## config.mk

```make
export PLATFORM = sky130hd
export DESIGN_NAME = bounded_xorshift64star_rng_top
export DESIGN_NICKNAME = d
export VERILOG_FILES = /design/src/rtl/bxs_pkg.sv /design/src/rtl/bxs_ctrl.sv /design/src/rtl/bxs_dpath.sv /design/src/rtl/bounded_xorshift64star_rng_top.sv
export SDC_FILE = /design/constraint.sdc
export NUM_CORES = 2
export LEC_CHECK = 0
export ABC_AREA = 1
export BUFFER_PORTS_ARGS = -buffer_cell sky130_fd_sc_hd__buf_4
export CAP_MARGIN = 40
export CORE_MARGIN = 10
export CORE_UTILIZATION = 65
export CTS_CLUSTER_SIZE = 25
export DETAILED_ROUTE_END_ITERATION = 10
export GPL_TIMING_DRIVEN = 1
export PLACE_DENSITY = 0.83
export SYNTH_ARGS = -nofsm -noshare
export SYNTH_HDL_FRONTEND = slang
export SYNTH_HIERARCHICAL = 1
export SYNTH_SLANG_ARGS = --single-unit
export TNS_END_PERCENT = 20
```

## constraint.sdc

```tcl
create_clock -name clk -period 12.2 [get_ports clk]
set_input_delay 0 -clock clk [delete_from_list [all_inputs] [get_ports clk]]
set_output_delay 0 -clock clk [all_outputs]
set_load 0.005 [all_outputs]
```

## src/rtl/bxs_pkg.sv

```systemverilog
package bxs_pkg;

    localparam logic [63:0] BOOT_SEED    = 64'h9E37_79B9_7F4A_7C15;
    localparam logic [31:0] MUL_LO       = 32'h4F6C_DD1D;
    localparam logic [31:0] MUL_HI       = 32'h2545_F491;
    localparam int          SHIFT_A      = 12;
    localparam int          SHIFT_B      = 25;
    localparam int          SHIFT_C      = 27;
    localparam logic [31:0] SIGN_BIT     = 32'h8000_0000;

    // remainder unit retires two dividend bits per cycle
    localparam int DIV_STEPS = 32;
    localparam int CNT_W     = $clog2(DIV_STEPS);

    typedef enum logic [3:0] {
        ST_IDLE,
        ST_LIMIT,
        ST_MIX,
        ST_MUL0,
        ST_MUL1,
        ST_MUL2,
        ST_MUL3,
        ST_CHECK,
        ST_MOD,
        ST_EMIT
    } bxs_state_t;

    typedef enum logic [1:0] {
        MUL_LL,
        MUL_HL,
        MUL_LH
    } bxs_mul_t;

    typedef struct packed {
        logic     load;
        logic     div_start_lim;
        logic     div_start_word;
        logic     div_step;
        logic     draw;
        logic     lim_load;
        logic     mul_en;
        bxs_mul_t mul_sel;
        logic     acc_load;
        logic     acc_add;
        logic     out_load;
    } bxs_cmd_t;

    typedef struct packed {
        logic in_err;
        logic div_last;
        logic word_ge_lim;
        logic out_free;
    } bxs_status_t;

endpackage

```

## src/rtl/bxs_ctrl.sv

```systemverilog
module bxs_ctrl
    import bxs_pkg::*;
(
    input  logic        clk,
    input  logic        rst_n,
    input  logic        in_valid,
    output logic        in_stall,
    input  bxs_status_t status,
    output bxs_cmd_t    cmd
);

    bxs_state_t state_reg;
    bxs_state_t state_next;

    always_ff @(posedge clk or negedge rst_n)
    begin
        if (!rst_n)
        begin
            state_reg <= ST_IDLE;
        end
        else
        begin
            state_reg <= state_next;
        end
    end

    assign in_stall = (state_reg != ST_IDLE);

    always_comb
    begin
        state_next = state_reg;
        cmd        = '0;
        cmd.mul_sel = MUL_LL;
        unique case (state_reg)
            ST_IDLE:
            begin
                if (in_valid)
                begin
                    cmd.load          = 1'b1;
                    cmd.div_start_lim = 1'b1;
                    state_next        = status.in_err ? ST_EMIT : ST_LIMIT;
                end
            end
            ST_LIMIT:
            begin
                cmd.div_step = 1'b1;
                if (status.div_last)
                begin
                    state_next = ST_MIX;
                end
            end
            ST_MIX:
            begin
                cmd.lim_load = 1'b1;
                cmd.draw     = 1'b1;
                state_next   = ST_MUL0;
            end
            ST_MUL0:
            begin
                cmd.mul_en  = 1'b1;
                cmd.mul_sel = MUL_LL;
                state_next  = ST_MUL1;
            end
            ST_MUL1:
            begin
                cmd.mul_en   = 1'b1;
                cmd.mul_sel  = MUL_HL;
                cmd.acc_load = 1'b1;
                state_next   = ST_MUL2;
            end
            ST_MUL2:
            begin
                cmd.mul_en  = 1'b1;
                cmd.mul_sel = MUL_LH;
                cmd.acc_add = 1'b1;
                state_next  = ST_MUL3;
            end
            ST_MUL3:
            begin
                cmd.acc_add = 1'b1;
                state_next  = ST_CHECK;
            end
            ST_CHECK:
            begin
                // rejection: redraw until the word falls below the limit
                if (status.word_ge_lim)
                begin
                    state_next = ST_MIX;
                end
                else
                begin
                    cmd.div_start_word = 1'b1;
                    state_next         = ST_MOD;
                end
            end
            ST_MOD:
            begin
                cmd.div_step = 1'b1;
                if (status.div_last)
                begin
                    state_next = ST_EMIT;
                end
            end
            ST_EMIT:
            begin
                if (status.out_free)
                begin
                    cmd.out_load = 1'b1;
                    state_next   = ST_IDLE;
                end
            end
            default:
            begin
                state_next = ST_IDLE;
            end
        endcase
    end

endmodule

```

## src/rtl/bxs_dpath.sv

```systemverilog
module bxs_dpath
    import bxs_pkg::*;
(
    input  logic               clk,
    input  logic               rst_n,
    input  logic signed [31:0] lower_bound,
    input  logic signed [31:0] upper_bound,
    input  logic               seed_wr_en,
    input  logic        [63:0] seed_value,
    input  logic               out_stall,
    input  bxs_cmd_t           cmd,
    output bxs_status_t        status,
    output logic               out_valid,
    output logic signed [31:0] value,
    output logic               range_error
);

    logic [63:0]      gen_state_reg;
    logic [63:0]      gen_state_next;
    logic [CNT_W-1:0] cnt_reg;
    logic             out_valid_reg;

    logic [31:0] lower_reg;
    logic [32:0] span_reg;
    logic        err_reg;
    logic [63:0] limit_reg;
    logic [63:0] dvd_reg;
    logic [32:0] rem_reg;
    logic [63:0] word_reg;
    logic [63:0] prod_reg;
    logic [31:0] value_reg;
    logic        range_error_reg;

    logic [31:0] lo_b;
    logic [31:0] hi_b;
    logic [32:0] span_in;
    logic [63:0] x1;
    logic [63:0] x2;
    logic [63:0] x3;
    logic [31:0] mul_a;
    logic [31:0] mul_b;
    logic [63:0] mul_p;
    logic [32:0] rem_1;
    logic [32:0] rem_2;

    // one restoring remainder step: shift in a bit, subtract span if it fits
    function automatic logic [32:0] rem_step(input logic [32:0] r, input logic b,
                                             input logic [32:0] d);
        logic [33:0] s;
        logic [33:0] diff;
        s    = {r, b};
        diff = s - {1'b0, d};
        if (s >= {1'b0, d})
        begin
            return diff[32:0];
        end
        return s[32:0];
    endfunction

    // bias by the sign bit so unsigned compare acts as signed
    assign lo_b    = lower_bound ^ SIGN_BIT;
    assign hi_b    = upper_bound ^ SIGN_BIT;
    assign span_in = {1'b0, hi_b} - {1'b0, lo_b} + 33'd1;

    assign x1 = gen_state_reg ^ (gen_state_reg >> SHIFT_A);
    assign x2 = x1 ^ (x1 << SHIFT_B);
    assign x3 = x2 ^ (x2 >> SHIFT_C);

    assign mul_a = (cmd.mul_sel == MUL_HL) ? gen_state_reg[63:32] : gen_state_reg[31:0];
    assign mul_b = (cmd.mul_sel == MUL_LH) ? MUL_HI : MUL_LO;
    assign mul_p = {32'd0, mul_a} * {32'd0, mul_b};

    assign rem_1 = rem_step(rem_reg, dvd_reg[63], span_reg);
    assign rem_2 = rem_step(rem_1, dvd_reg[62], span_reg);

    always_comb
    begin
        gen_state_next = gen_state_reg;
        if (seed_wr_en)
        begin
            gen_state_next = (seed_value == 64'd0) ? BOOT_SEED : seed_value;
        end
        else if (cmd.draw)
        begin
            gen_state_next = x3;
        end
    end

    always_ff @(posedge clk or negedge rst_n)
    begin
        if (!rst_n)
        begin
            gen_state_reg <= BOOT_SEED;
            cnt_reg       <= '0;
            out_valid_reg <= 1'b0;
        end
        else
        begin
            gen_state_reg <= gen_state_next;
            if (cmd.div_start_lim || cmd.div_start_word)
            begin
                cnt_reg <= '0;
            end
            else if (cmd.div_step)
            begin
                cnt_reg <= cnt_reg + CNT_W'(1);
            end
            if (cmd.out_load)
            begin
                out_valid_reg <= 1'b1;
            end
            else if (!out_stall)
            begin
                out_valid_reg <= 1'b0;
            end
        end
    end

    always_ff @(posedge clk)
    begin
        if (cmd.load)
        begin
            lower_reg <= lower_bound;
            span_reg  <= span_in;
            err_reg   <= (lo_b > hi_b);
        end
        if (cmd.div_start_lim)
        begin
            dvd_reg <= '1;
            rem_reg <= '0;
        end
        else if (cmd.div_start_word)
        begin
            dvd_reg <= word_reg;
            rem_reg <= '0;
        end
        else if (cmd.div_step)
        begin
            dvd_reg <= {dvd_reg[61:0], 2'b00};
            rem_reg <= rem_2;
        end
        // all-ones minus the remainder is its complement
        if (cmd.lim_load)
        begin
            limit_reg <= ~{31'd0, rem_reg};
        end
        if (cmd.mul_en)
        begin
            prod_reg <= mul_p;
        end
        if (cmd.acc_load)
        begin
            word_reg <= prod_reg;
        end
        else if (cmd.acc_add)
        begin
            word_reg[63:32] <= word_reg[63:32] + prod_reg[31:0];
        end
        if (cmd.out_load)
        begin
            value_reg       <= err_reg ? 32'd0 : lower_reg + rem_reg[31:0];
            range_error_reg <= err_reg;
        end
    end

    assign status.in_err      = (lo_b > hi_b);
    assign status.div_last    = (cnt_reg == CNT_W'(DIV_STEPS - 1));
    assign status.word_ge_lim = (word_reg >= limit_reg);
    assign status.out_free    = !out_valid_reg || !out_stall;

    assign out_valid   = out_valid_reg;
    assign value       = value_reg;
    assign range_error = range_error_reg;

endmodule

```

## src/rtl/bounded_xorshift64star_rng_top.sv

```systemverilog
// Bounded uniform integer generator on a 64-bit xorshift64* engine. Each request
// carries a signed inclusive range; the result is lower_bound + (word mod span),
// with draws below the largest multiple of span so the result is unbiased. An
// inverted range returns 0 with range_error set and leaves the engine untouched.
// A good range runs two remainder passes (limit, then word mod span) through a
// 2-bit-per-cycle restoring unit, and each draw (almost always just one) uses
// one 32x32 multiplier three times. One request is in flight at a
// time; a new one is taken while the previous result still waits in the output
// register. Writing seed_value reloads the engine at once (zero selects the default
// seed).
module bounded_xorshift64star_rng_top
    import bxs_pkg::*;
(
    input  logic               clk,
    input  logic               rst_n,
    input  logic               in_valid,
    output logic               in_stall,
    input  logic signed [31:0] lower_bound,
    input  logic signed [31:0] upper_bound,
    output logic               out_valid,
    input  logic               out_stall,
    output logic signed [31:0] value,
    output logic               range_error,
    input  logic               seed_wr_en,
    input  logic        [63:0] seed_value
);

    bxs_cmd_t    cmd;
    bxs_status_t status;

    bxs_ctrl u_ctrl (
        .clk      (clk),
        .rst_n    (rst_n),
        .in_valid (in_valid),
        .in_stall (in_stall),
        .status   (status),
        .cmd      (cmd)
    );

    bxs_dpath u_dpath (
        .clk         (clk),
        .rst_n       (rst_n),
        .lower_bound (lower_bound),
        .upper_bound (upper_bound),
        .seed_wr_en  (seed_wr_en),
        .seed_value  (seed_value),
        .out_stall   (out_stall),
        .cmd         (cmd),
        .status      (status),
        .out_valid   (out_valid),
        .value       (value),
        .range_error (range_error)
    );

    // an accepted transaction holds off the next one
    a_one_in_flight: assert property (@(posedge clk) disable iff (!rst_n)
        in_valid && !in_stall |=> in_stall)
        else $error("second transaction accepted while one is in flight");

    a_err_zero: assert property (@(posedge clk) disable iff (!rst_n)
        out_valid && range_error |-> value == 32'sd0)
        else $error("range error result carries a nonzero value");

    // result is only loaded when the output slot is free
    a_no_overwrite: assert property (@(posedge clk) disable iff (!rst_n)
        cmd.out_load |-> status.out_free)
        else $error("output register overwritten before it was taken");

endmodule
```

# Word level (Yosys, flattened, before mapping)

Cells that the tools add are included.

Register bits: 462
Input bits: 133
Output and inout bits: 35
Word-level logic and storage cells: 102

$add $sub $neg: 7
Multipliers: 1
Order comparisons: 4
Equal/unequal tests: 17
Multiplexer cells: 37
Bitwise logic cells: 6
Reduce and logical (&&, ||, !) cells: 15

Operator list:

| operator                                                              | count |
|---|---|
| 64-bit two-way mux                                                    | 5 |
| 33-bit two-way mux                                                    | 4 |
| 32-bit two-way mux                                                    | 3 |
| 34-bit by 33-bit >= comparator with 1-bit output                      | 2 |
| 33-bit subtractor                                                     | 2 |
| 32-bit adder                                                          | 2 |
| 64-bit >= comparator                                                  | 1 |
| 64-bit zero test                                                      | 1 |
| 32-bit by 32-bit multiplier with 64-bit output                        | 1 |
| 33-bit NOT with 64-bit output                                         | 1 |
| 64-bit by 37-bit bitwise XOR with 64-bit output                       | 1 |
| 64-bit by 52-bit bitwise XOR with 64-bit output                       | 1 |
| 64-bit bitwise XOR                                                    | 1 |
| 4-bit one-hot mux with 10 select lines                                | 1 |
| 33-bit by 1-bit adder with 33-bit output, second input constant       | 1 |
| 32-bit by 32-bit subtractor with 33-bit output                        | 1 |
| 32-bit > comparator                                                   | 1 |
| 31-bit two-way mux                                                    | 1 |
| 4-bit two-way mux                                                     | 6 |
| 4-bit by 3-bit equality test with 1-bit output, second input constant | 4 |
| 1-bit two-way mux                                                     | 11 |
| 5-bit two-way mux                                                     | 2 |
| 3-bit one-hot mux with 3 select lines                                 | 1 |
| 4-bit by 2-bit equality test with 1-bit output, second input constant | 2 |
| 17 further kinds                                                      | 31 |

# Depth between registers and ports, before layout

Depth in word-level cells: 6
Gate-level depth with buffers: 45

# By module

The synthesis kept the hierarchy.

Modules (own cells, without submodules):

| module    | times used | cells an instance | area an instance (um2) | sequential area each (um2) |
|---|---|---|---|---|
| bxs_dpath | 1          | 6501              | 53862.9                | 11518.5 |
| bxs_ctrl  | 1          | 61                | 366.6                  | 100.1 |

# Least setup slack after synthesis

Ideal clock, no wire load.

Kind: register to register
Start point: register u_ctrl.state_reg[1]
End point: register u_dpath.prod_reg[54] (data pin)
Setup time: 252 ps
Data arrival time: 8709 ps
Data required time: 11948 ps
Setup slack: 3239 ps
Stages on the path, launching flop included: 36
Buffers on the path: 4
Clock period less this slack: 8961 ps
Path through: dfrtp_1 -> nor2_2 -> inv_1 -> nor2_1 -> nand2_1 -> buf_4 -> buf_4 -> buf_2 -> buf_2 -> o21ai_0 -> inv_1 -> nor2_1 -> inv_1 -> fa_1 -> fa_1 -> inv_1 -> fa_1 -> inv_1 -> fa_1 -> inv_1 -> fa_1 -> fa_1 -> fa_1 -> inv_1 -> fa_1 -> inv_1 -> ha_1 -> nand2_1 -> a21oi_1 -> or2_2 -> a21oi_1 -> o21ai_0 -> a221oi_1 -> nand2_1 -> nand2_1 -> nand2_1

RTL lines:

| what                     | RTL line         | text |
|---|---|---|
| start: declaration       | bxs_ctrl.sv:12   | `bxs_state_t state_reg;` |
| start signal: assignment | bxs_ctrl.sv:23   | `state_reg <= state_next;` |
| end signal: assignment   | bxs_dpath.sv:149 | `prod_reg <= mul_p;` |
| end: declaration         | bxs_dpath.sv:30  | `logic [63:0] prod_reg;` |

==> qor.yml <==
synthesis:
  ys_ff_latch: 430
  yosysWarnings: 6
  ys.flop_type: "edfxtp_1"
  syn_inst: 6562
  synth_top_area_cell: "fa_1"
  synth_edf_count: 259
  ys_seq_area_share_pct: 21.42
  synth-async-reset-ratio_pct: 17.21
  synth_top_area_share_pct: 21.48
  yosysUniqueCellTypes: 65
  syn_area_um2: 54230
  yosys-top-cells-area: "fa_1 (21%), ha_1 (15%), edfxtp_1 (14%)"
  avgSynthCellArea_um2: 8.264
worst_setup_path:
  cp_slowest_stage_delay_ps: 740
  cp_data_arrival_time_ps: 10410
  crit_type: "flip-flop to flip-flop"
  worstPathRequired_ps: 12580
  r2r_slack_ps: 2170
  path_delay_family: "adder cells"
  crit_path_frequent_cell: "inv_1"
  path_buf_inv: 11
  end_kind: "flip-flop"
  crit_slowest_cell: "nor2_1"
  critPathMaxFanout: 54
  startpoint_type: "flip-flop"
sta:
  finalSetupViolCount: 0
  rsz0062_at_grt: "false"
  fin_crit_sh_pct: 82.25
  max_freq_mhz: 99.66
  clock_skew_ps: 37.33
  hold_viol_final: 0
  fin_tns_setup_ps: 0
  worst_pin_slew_ps: 1091
  min_period_ps: 10030
  relSlewSlack_pct: 26.59
  slew_violations: 0
grt:
  antenna_found_initial: 8
  grt_pass1_wl_um: 288400
  grt_pass1_vias: 49614
  grt_start_max_net_pins: 77
  grt-ovfl-total: 0
  track_usage_pct: 39.96
placement:
  gp_congestion: 1.067
  io_buffers: 167
  dp_hpwl_um: 152200
detailed_routing:
  routed_wl_um: 190000
  firstDrtPassIters: 8
  viasPerCell: 6.019
  via_count: 48370
  routedWlPerCell_um: 23.64
  drt_iter0_drc: 6138
  detail-route-antenna-nets: 0
  drc_errors: 0
floorplanning:
  die-height_um: 308.8
  num_io_pins: 168
  dieArea_um2: 95380
  rows: 105
  die_w_um: 308.8
  start_util_pct: 65.83
  coreArea_um2: 82370
cts:
  post_cts_buffers: 0
  htree_num_levels: 2
  clk_path_buf_depth: 3
  cts_hold_buf: 128
  post_cts_resized: 0
  clockRootBuffer: "clkbuf_16"
  cts_sinks: 430
  cts_made_buffers: 49
  cts_tree: "done"
  insertion_delay_ps: 640
  path_clk_slew_ps: 70
outcome:
  status: "finished clean"
layout:
  mostFrequentLayoutCells: "inv_1 (1503), nand2_1 (1160), ha_1 (639), fa_1 (582), nor2_1 (443)"
  syn_to_final_growth_pct: 10.65
  nets: 8272
  final_common_cell: "inv_1"
  drive_gt1_share_pct: 7.143
run:
  drv_cap: 0
worst_hold_path:
  hp-class: "input port to flip-flop"
## worst min-delay path: stages
cell,delay [ps]
buf_4,100
ha_1,130
ha_1,200
xnor2_1,130
## cell type report
| class | count | area (µm²) |
|---|---|---|
| clock buffer | 62 | 1315 |
| antenna | 8 | 20.02 |
| clock inverter | 29 | 365.4 |
| tap | 1070 | 1339 |
| fill | 6242 | 22370 |
| multi-input combinational | 4562 | 36650 |
| timing repair buffer | 350 | 2974 |
| sequential | 430 | 11620 |
| inverter | 1525 | 5724 |
## routing by layer
metal / GRT usage, % / vias to the layer above / routed length [µm]
met2: 65.45 / 3137 / 87330
met4: 29.66 / 0 / 17470
met1: 46.30 / 22804 / 67020
li1: - / 21491 / -
met5: 0 / - / 0
met3: 8.041 / 938 / 18150
## kinds of logic after synthesis
group           synth area share, %
xor+xnor                      4.118
flops                         21.42
buf+inv                       11.48
compound gates                10.25
simple gates                  16.48
fa+ha+maj                     36.23
other cells                 0.01385
## path summary, 6_finish.rpt
path	startpoint	endpoint	cells after the start
setup / recovery	u_ctrl/state_reg[1]	u_dpath/prod_reg[60]	32
hold / removal	upper_bound[27]	u_dpath/span_reg[28]	4
setup reg to reg	u_ctrl/state_reg[1]	u_dpath/prod_reg[60]	32
hold reg to reg	u_dpath/dvd_reg[29]	u_dpath/dvd_reg[29]	2
max in group asynchronous	rst_n	u_dpath/cnt_reg[1]	3
min in group asynchronous	rst_n	u_dpath/gen_state_reg[18]	3
## cells in the mapped netlist (all sizes together) (2+ instances only)
cell and instances:
o21bai 38, a221oi 16, a21boi 12, nand3 243, dfrtp 36, inv 1525
dfstp 38, nor4 32, a22o 2, buf 38, a21o 29, o21a 14
nor3 47, a211oi 8, ha 639, edfxtp 259, a22oi 40, nand4 46
and3 8, conb 2, a21oi 364, o211ai 12, clkbuf 63, and2 3
or2 30, o2111ai 2, nor2 474, xor2 123, a31oi 42, dfxtp 97
nand3b 17, o21ai 290, xnor2 132, o31ai 8, o22ai 14, nand2 1181
fa 582, o221ai 49
## stage by stage
stage | hold WS (ps) | util, % | std cells | instance area (µm²) | setup slack, ps
global route | 62.92 | 72.83 | 8031 | 60000 | 1506
global placement | -107.9 | 69.04 | 7792 | 56870 | 2412
floorplan | -295.6 | - | 6618 | 54440 | 3239
CTS | 1.260 | 72.80 | 8025 | 59970 | 2273
detailed placement | -104.1 | 69.20 | 7806 | 57010 | 2289
finish | 37.86 | 72.85 | 8036 | 60010 | 2166
Power is left out: the tool's default activity adds up to more than one toggle a clock period on the data nets, which glitch-free logic cannot reach.
